**src/hdl/spq_pkg.sv**
```systemverilog
// Shared types, codes and defaults for the sorted priority queue.
`default_nettype none

package spq_pkg;

  localparam int unsigned DEF_CAPACITY = 16;
  localparam int unsigned DATA_W       = 32;
  localparam int unsigned PRIO_W       = 16;
  localparam int unsigned STATUS_W     = 2;
  localparam int unsigned OCC_W        = 5;

  typedef logic signed [DATA_W-1:0] data_t;
  typedef logic signed [PRIO_W-1:0] prio_t;

  typedef enum logic {
    MODE_ENQ = 1'b0,
    MODE_DEQ = 1'b1
  } mode_e;

  typedef enum logic [STATUS_W-1:0] {
    ST_OK    = 2'd0,
    ST_EMPTY = 2'd1,
    ST_FULL  = 2'd2
  } status_e;

  // Per-cycle command broadcast to every cell of the chain.
  typedef struct packed {
    logic push;
    logic pop;
  } spq_ctrl_t;

endpackage : spq_pkg

`default_nettype wire

```
**src/hdl/sorted_priority_queue.sv**
```systemverilog
// Top level of the sorted priority queue: cell chain, entry counter, result register.
//
//  channel | direction | handshake              | payload
//  --------+-----------+------------------------+------------------------------------------
//  req     | in        | req_valid_i/req_stall_o | mode_i, item_data_i, item_priority_i
//  res     | out       | res_valid_o/res_stall_i | out_valid_o, out_data_o, status_o,
//          |           |                        | occupancy_o
//
// One request per cycle while req_stall_o is low: every cell compares against the new
// priority in parallel and the whole chain shifts in the cycle of the transfer; the result shows in the next cycle.
// Each request gives exactly one result. req_stall_o is high only while a result waits
// under res_stall_i. Reset empties the queue (counter only, cells are not cleared).
`default_nettype none

module sorted_priority_queue #(
  parameter int unsigned CAPACITY = spq_pkg::DEF_CAPACITY
) (
  input  wire                       clk_i,
  input  wire                       rst_ni,
  input  wire                       req_valid_i,
  output logic                      req_stall_o,
  input  wire                       mode_i,
  input  spq_pkg::data_t            item_data_i,
  input  spq_pkg::prio_t            item_priority_i,
  output logic                      res_valid_o,
  input  wire                       res_stall_i,
  output logic                      out_valid_o,
  output spq_pkg::data_t            out_data_o,
  output logic [spq_pkg::STATUS_W-1:0] status_o,
  output logic [spq_pkg::OCC_W-1:0]    occupancy_o
);
  import spq_pkg::*;

  localparam int unsigned CNT_W = $clog2(CAPACITY + 1);

  logic             req_acc;
  logic             full, empty;
  spq_ctrl_t        ctrl;
  logic [CNT_W-1:0] count_q, count_d;

  logic             res_valid_q, res_valid_d;
  logic             out_valid_q, out_valid_d;
  data_t            out_data_q, out_data_d;
  status_e          status_q, status_d;
  logic [OCC_W-1:0] occ_q, occ_d;

  data_t cell_data [CAPACITY];
  prio_t cell_prio [CAPACITY];
  logic  cell_take [CAPACITY];

  // A new request is taken unless a finished result is held back downstream.
  assign req_stall_o = res_valid_q && res_stall_i;
  assign req_acc     = req_valid_i && !req_stall_o;

  assign full  = (count_q == CNT_W'(CAPACITY));
  assign empty = (count_q == '0);

  // Chain moves only on a transfer that really changes the queue.
  always_comb begin
    ctrl.push = req_acc && (mode_i == MODE_ENQ) && !full;
    ctrl.pop  = req_acc && (mode_i == MODE_DEQ) && !empty;
  end

  generate
    for (genvar i = 0; i < CAPACITY; i++) begin : g_cell
      logic  left_take;
      data_t left_data, right_data;
      prio_t left_prio, right_prio;

      if (i == 0) begin : g_head
        assign left_take = 1'b0;
        assign left_data = '0;
        assign left_prio = '0;
      end else begin : g_mid
        assign left_take = cell_take[i-1];
        assign left_data = cell_data[i-1];
        assign left_prio = cell_prio[i-1];
      end

      // Tail cell: whatever it loads on a pop falls outside the count.
      if (i == CAPACITY - 1) begin : g_tail
        assign right_data = cell_data[i];
        assign right_prio = cell_prio[i];
      end else begin : g_inner
        assign right_data = cell_data[i+1];
        assign right_prio = cell_prio[i+1];
      end

      spq_cell u_cell (
        .clk_i        (clk_i),
        .ctrl_i       (ctrl),
        .valid_i      (count_q > CNT_W'(i)),
        .new_data_i   (item_data_i),
        .new_prio_i   (item_priority_i),
        .left_take_i  (left_take),
        .left_data_i  (left_data),
        .left_prio_i  (left_prio),
        .right_data_i (right_data),
        .right_prio_i (right_prio),
        .data_o       (cell_data[i]),
        .prio_o       (cell_prio[i]),
        .take_o       (cell_take[i])
      );
    end
  endgenerate

  always_comb begin
    count_d = count_q;
    if (ctrl.push) begin
      count_d = count_q + CNT_W'(1);
    end else if (ctrl.pop) begin
      count_d = count_q - CNT_W'(1);
    end
  end

  // Result for the request just taken; head data is read before the chain shifts.
  // Occupancy carries the low bits of the count, zero-extended for small capacities.
  always_comb begin
    res_valid_d = res_valid_q && res_stall_i;
    out_valid_d = out_valid_q;
    out_data_d  = out_data_q;
    status_d    = status_q;
    occ_d       = occ_q;
    if (req_acc) begin
      res_valid_d = 1'b1;
      out_valid_d = ctrl.pop;
      out_data_d  = ctrl.pop ? cell_data[0] : '0;
      occ_d       = OCC_W'(count_d);
      if (mode_i == MODE_ENQ) begin
        status_d = full ? ST_FULL : ST_OK;
      end else begin
        status_d = empty ? ST_EMPTY : ST_OK;
      end
    end
  end

  always_ff @(posedge clk_i or negedge rst_ni) begin
    if (!rst_ni) begin
      count_q     <= '0;
      res_valid_q <= 1'b0;
    end else begin
      count_q     <= count_d;
      res_valid_q <= res_valid_d;
    end
  end

  always_ff @(posedge clk_i) begin
    out_valid_q <= out_valid_d;
    out_data_q  <= out_data_d;
    status_q    <= status_d;
    occ_q       <= occ_d;
  end

  assign res_valid_o = res_valid_q;
  assign out_valid_o = out_valid_q;
  assign out_data_o  = out_data_q;
  assign status_o    = status_q;
  assign occupancy_o = occ_q;

  // Checks

  a_count_bound : assert property (@(posedge clk_i) disable iff (!rst_ni)
    count_q <= CNT_W'(CAPACITY))
    else $error("entry count above capacity");

  a_full_drop : assert property (@(posedge clk_i) disable iff (!rst_ni)
    (req_acc && (mode_i == MODE_ENQ) && full)
      |=> (status_q == ST_FULL) && $stable(count_q))
    else $error("enqueue into full queue not dropped");

  a_pop_count : assert property (@(posedge clk_i) disable iff (!rst_ni)
    (req_acc && (mode_i == MODE_DEQ) && !empty)
      |=> out_valid_q && (count_q == $past(count_q) - CNT_W'(1)))
    else $error("dequeue did not remove the head");

  a_head_sorted : assert property (@(posedge clk_i) disable iff (!rst_ni)
    (count_q >= CNT_W'(2)) |-> (cell_prio[0] >= cell_prio[1]))
    else $error("head cells out of priority order");

  a_valid_ok : assert property (@(posedge clk_i) disable iff (!rst_ni)
    (res_valid_q && out_valid_q) |-> (status_q == ST_OK))
    else $error("returned entry with non-ok status");

endmodule : sorted_priority_queue

`default_nettype wire

```
**src/hdl/spq_cell.sv**
```systemverilog
// One storage cell of the sorted chain: holds an entry and shifts with its neighbors.
`default_nettype none

module spq_cell (
  input  wire                clk_i,
  input  spq_pkg::spq_ctrl_t ctrl_i,
  input  wire                valid_i,
  input  spq_pkg::data_t     new_data_i,
  input  spq_pkg::prio_t     new_prio_i,
  input  wire                left_take_i,
  input  spq_pkg::data_t     left_data_i,
  input  spq_pkg::prio_t     left_prio_i,
  input  spq_pkg::data_t     right_data_i,
  input  spq_pkg::prio_t     right_prio_i,
  output spq_pkg::data_t     data_o,
  output spq_pkg::prio_t     prio_o,
  output logic               take_o
);
  import spq_pkg::*;

  data_t data_q, data_d;
  prio_t prio_q, prio_d;

  // Insert point or beyond: empty slot, or stored priority not above the new one.
  assign take_o = !valid_i || (prio_q <= new_prio_i);

  always_comb begin
    data_d = data_q;
    prio_d = prio_q;
    if (ctrl_i.push) begin
      if (left_take_i) begin
        data_d = left_data_i;
        prio_d = left_prio_i;
      end else if (take_o) begin
        data_d = new_data_i;
        prio_d = new_prio_i;
      end
    end else if (ctrl_i.pop) begin
      data_d = right_data_i;
      prio_d = right_prio_i;
    end
  end

  always_ff @(posedge clk_i) begin
    data_q <= data_d;
    prio_q <= prio_d;
  end

  assign data_o = data_q;
  assign prio_o = prio_q;

endmodule : spq_cell

`default_nettype wire

```
**config.mk**
```make
export PLATFORM = sky130hd
export DESIGN_NAME = sorted_priority_queue
export DESIGN_NICKNAME = d
export VERILOG_FILES = /design/src/hdl/spq_pkg.sv /design/src/hdl/sorted_priority_queue.sv /design/src/hdl/spq_cell.sv
export SDC_FILE = /design/constraint.sdc
export NUM_CORES = 2
export LEC_CHECK = 0
export ABC_AREA = 1
export ABC_CLOCK_PERIOD_IN_PS = 4300
export BUFFER_PORTS_ARGS = -buffer_cell sky130_fd_sc_hd__buf_2
export CAP_MARGIN = 20
export CORE_MARGIN = 5
export CORE_UTILIZATION = 50
export DETAILED_ROUTE_END_ITERATION = 10
export PLACE_DENSITY_LB_ADDON = 0.3
export SLEW_MARGIN = 20
export SYNTH_ARGS = -nofsm -noshare
export SYNTH_HDL_FRONTEND = slang
export SYNTH_HIERARCHICAL = 1
export SYNTH_SLANG_ARGS = --single-unit
export TNS_END_PERCENT = 10
```
**constraint.sdc**
```tcl
create_clock -name clk_i -period 4.3 [get_ports clk_i]
set_clock_uncertainty 0.05 [all_clocks]
set_input_delay 0.86 -clock clk_i [delete_from_list [all_inputs] [get_ports clk_i]]
set_output_delay 0.86 -clock clk_i [all_outputs]
set_load 0.05 [all_outputs]
```
After elaboration in Yosys (flattened, before gate mapping)

Cells that the tools add are included.

Input port bits: 53
Logic and storage cells: 277
Output and inout port bits: 42
Flip-flop bits (word level): 814

Reductions and logical operators: 60
Magnitude comparators: 32
Multiplexer cells: 128
Equality and inequality tests: 16
Add/subtract/negate cells: 2
Bitwise gates (word level): 1

Operators with widths:

| kind                                                                            | count |
|---|---|
| 32-bit two-way mux                                                              | 61 |
| 16-bit two-way mux                                                              | 61 |
| 16-bit <= comparator                                                            | 16 |
| 3-bit by 1-bit != test with 1-bit output, second input constant                 | 14 |
| 5-bit by 4-bit greater-than comparator with 1-bit output, second input constant | 8 |
| 2-bit AND reduction                                                             | 16 |
| 5-bit by 3-bit greater-than comparator with 1-bit output, second input constant | 4 |
| 1-bit logical NOT                                                               | 19 |
| 1-bit logical OR                                                                | 16 |
| 5-bit by 1-bit greater-than comparator with 1-bit output, second input constant | 2 |
| 5-bit by 2-bit greater-than comparator with 1-bit output, second input constant | 2 |
| 5-bit two-way mux                                                               | 2 |
| 1-bit logical AND                                                               | 6 |
| 5-bit by 1-bit adder with 5-bit output, second input constant                   | 1 |
| 5-bit equality test, second input constant                                      | 1 |
| 5-bit logical NOT                                                               | 1 |
| 5-bit by 1-bit subtractor with 5-bit output, second input constant              | 1 |
| 2-bit two-way mux                                                               | 2 |
| 2-bit nonzero test                                                              | 2 |
| 1-bit two-way mux                                                               | 2 |
| 2-bit by 1-bit != test with 1-bit output, second input constant                 | 1 |
| 1-bit inverter                                                                  | 1 |

Depth between registers and ports, before layout

Depth after elaboration: 7
Depth in mapped cells: 18
Depth with buffers taken out: 17

Hierarchy

Netlist, hierarchy kept.

Modules (own cells, without submodules):

| module                           | cells an instance | times used | sequential area each (sq um) | area each (sq um) |
|---|---|---|---|---|
| spq_cell at g_cell[0].u_cell ... | 343               | 10         | 1441.4                       | 2859.0 |
| spq_cell at g_cell[4].u_cell ... | 343               | 6          | 1441.4                       | 2862.7 |
| sorted_priority_queue            | 213               | 1          | 1351.3                       | 2145.8 |

Worst setup path before layout

OpenSTA, ideal clock, no wires.

Path type: input to register
Start: in res_stall_i
End: reg g_cell[4].u_cell.data_q[0], enable pin
Arrival time: 4545 ps
Buffers on the path: 1
Required time: 3848 ps
Stages: 9
Slack: -698 ps
Library setup time: 402 ps
Path through: nand2_1 nand2_1 inv_1 nand3_4 inv_1 buf_2 or2_2 nand2_1 inv_1

RTL lines:

| element                | line                        | text |
|---|---|---|
| start: declaration     | sorted_priority_queue.sv:26 | `input wire res_stall_i,` |
| end signal: assignment | spq_cell.sv:45              | `data_q <= data_d;` |
| end: declaration       | spq_cell.sv:21              | `data_t data_q, data_d;` |

==> flow_summary_export.csv <==
group,metric,value,unit
clocking,cts.sink_count,814,
die,die_area,102000,µm²
detailed_routing,drt_pass1_iterations,5,
sta,hold_ws,0.337,ns
worst_hold_path,holdPathEnd,"res_valid_o$_DFF_PN0_",
logic_synthesis,yosys_warnings,6,
worst_setup_path,startpoint,"count_q[0]$_DFF_PN0_",
sta,fmax,0.294,GHz
worst_hold_path,min_from,"req_valid_i",
global_route,grt_usage,25.5,%
power_and_ir_drop,p_int,17400,µW
logic_synthesis,synth.avg_cell_area,8.40,µm²
clocking,root_buffer,"clkbuf_16",
final_layout,area_delta_synth_final,9.97,%
power_and_ir_drop,leakagePower,0.0219,µW
power_and_ir_drop,comb_power_share,31.1,%
worst_setup_path,cp-end-kind,"register",
die,rows,113,
detailed_routing,drc_errors,0,
power_and_ir_drop,swShare,37.8,%
clocking,clk_pin_slew,0.06,ns
place,place.gp.congestion,0.845,
global_route,grt_pass1_wl,216000,µm
logic_synthesis,synth_cells,5700,
sta,period_share,79.2,%
sta,hold_violations,0,
detailed_routing,antenna_left,0,
clocking,clk_path_buf_depth,3,
detailed_routing,drtIter0Drc,3847,
clocking,cts_tree,"done",
worst_setup_path,worstReg2RegStart,"count_q[0]$_DFF_PN0_",
sta,grt_setup_unrepaired,"no",
die,die_h,320,µm
die,fp.dieW,320,µm
detailed_routing,routed_wl,136000,µm
final_layout,nNetsFinal,6053,
place,dpl_cell_area,49800,µm²
die,pin_count,95,
power_and_ir_drop,power.switching,10600,µW
global_route,grt_max_degree,232,
logic_synthesis,syn_area,47900,µm²
worst_setup_path,path_class,"reg2reg",
power_and_ir_drop,p_clk_share,27.5,%
run_status,status,"completed",
worst_setup_path,rr_worst_depth,9,
place,post-place-ws,0.374,ns
final_layout,fin_area,52700,µm²
clocking,cts_buffers,92,
power_and_ir_drop,power_per_cell_area,531,nW/µm²
clocking,clock_latency,0.68,ns
die,initial_utilization,50.4,%
sta,setup_viol,0,
global_route,grt_pass1_vias,41500,
detailed_routing,via_count,41200,
sta,period_needed,3.41,ns
place,hpwl,91900,µm
worst_setup_path,rrSetupSlack,0.89,ns
sta,fin_setup_tns,0,ns
worst_setup_path,start_kind,"register",
worst_hold_path,hold_path.class,"in2reg",
place,io_buffers,94,
job,max_cap_violations,0,
final_layout,layout-drive-gt1-share,6.78,%
clocking,h-tree-depth,3,
clocking,postCtsSetupRepairBufs,0,
worst_setup_path,critical_path_required,4.71,ns
power_and_ir_drop,seqPwrFrac,41.4,%
worst_hold_path,min_path_cells,2,
die,core_region_area,95000,µm²
sta,setup_ws,0.893,ns
worst_setup_path,r2r_end,"g_cell[13].u_cell/data_o[11]$_DFFE_PP_",
worst_setup_path,crit_arrival,3.82,ns
sta,tightest_slew,0.908,ns
sta,slew-limit-headroom,39.5,%
detailed_routing,via_per_inst,5.82,
global_route,grt_overflow,0,
detailed_routing,wl_per_cell,19.2,µm
sta,drv_slew,0,
global_route,antenna_found_initial,2,
worst_setup_path,critPathMaxFanout,231,
power_and_ir_drop,max-vdd-ir-drop,315,µV
==> metal layers <==
metal | global-route usage (%) | wire [µm] | vias to the layer above
met1 | 31.9 | 54100 | 20000
met2 | 46.4 | 70000 | 1533
li1 | - | - | 19400
met3 | 2.76 | 7870 | 314
met4 | 7.71 | 3790 | 2
met5 | 0 | 13 | -
==> worst max-delay path, cell delays in order, from the launching register on <==
cell	delay, ns
dfrtp_1	0.45
inv_1	0.18
ha_1	0.28
nand4_1	0.18
nand3_4	0.15
clkinvlp_4	0.26
buf_12	0.34
buf_12	0.56
o21ai_0	0.18
o21ai_0	0.30
==> what timing repair did <==
action	4_1_cts	5_1_grt
hold buffers	1	0
endpoints found under the hold margin	6	0
gates resized for setup	0	0
==> cell usage in the layout, fill, tap and decap left out, drive strengths merged <==
cell,count
clkinvlp,18
a21o,16
nand4,34
edfxtp,808
o311ai,1
nand3,54
dfrtp,6
dlygate4sd3,1
o21a,10
bufinv,6
clkbuf,110
nor3,1
nand2,1124
nor2,915
inv,441
buf,216
or2,18
xor2,1
ha,262
diode,1
conb,53
a21oi,99
clkinv,50
o21ai,1560
xnor2,1
a31oi,8
==> cell type report <==
type / count / area, µm²
clock inverters: 59 / 493
well taps: 1265 / 1580
flip-flops and latches: 814 / 24400
inverters: 456 / 1780
repair buffers: 217 / 1660
clock buffers: 110 / 2390
fillers: 8669 / 42300
diodes: 1 / 2.50
multi-input cells: 4157 / 20400
==> power groups by stage <==
stage / sequential, µW / clock (µW) / combinational, µW
6_report: 11600 / 7700 / 8690
5_1_grt: 11700 / 8150 / 9790
4_1_cts: 11600 / 7810 / 8580
3_5_place_dp: 11700 / 0 / 8520
3_3_place_gp: 11800 / 0 / 8250
2_1_floorplan: 11400 / 0 / 6190
==> flip-flops by register name (all words and copies together), names as in the netlist <==
| name | count |
|---|---|
| status_o | 2 |
| occupancy_o | 5 |
| out_valid_o | 1 |
| out_data_o | 32 |
| count_q | 5 |
| g_cell.u_cell/data_o | 512 |
| res_valid_o | 1 |
| g_cell.u_cell/prio_o | 256 |
==> through the flow <==
stage | power (µW) | util [%] | instances
2_1_floorplan | 17600 | - | 5752
4_1_cts | 28000 | 55.4 | 7078
6_report | 28000 | 55.4 | 7079
5_1_grt | 29600 | 55.4 | 7078
3_3_place_gp | 20000 | 52.4 | 6908
3_5_place_dp | 20300 | 52.4 | 6908
==> worst max path at each step <==
stage | endpoint | slack, ns
after CTS | g_cell[2].u_cell/data_o[9]$_DFFE_PP_ | 0.88
final | g_cell[13].u_cell/data_o[11]$_DFFE_PP_ | 0.89
after global routing | g_cell[2].u_cell/data_o[9]$_DFFE_PP_ | 0.69
after floorplan | g_cell[4].u_cell/data_o[0]$_DFFE_PP_ | -0.12
after detailed placement | g_cell[10].u_cell/data_o[11]$_DFFE_PP_ | 0.37
after global placement | g_cell[10].u_cell/data_o[12]$_DFFE_PP_ | 0.43
(Power assumes the default switching activity.)
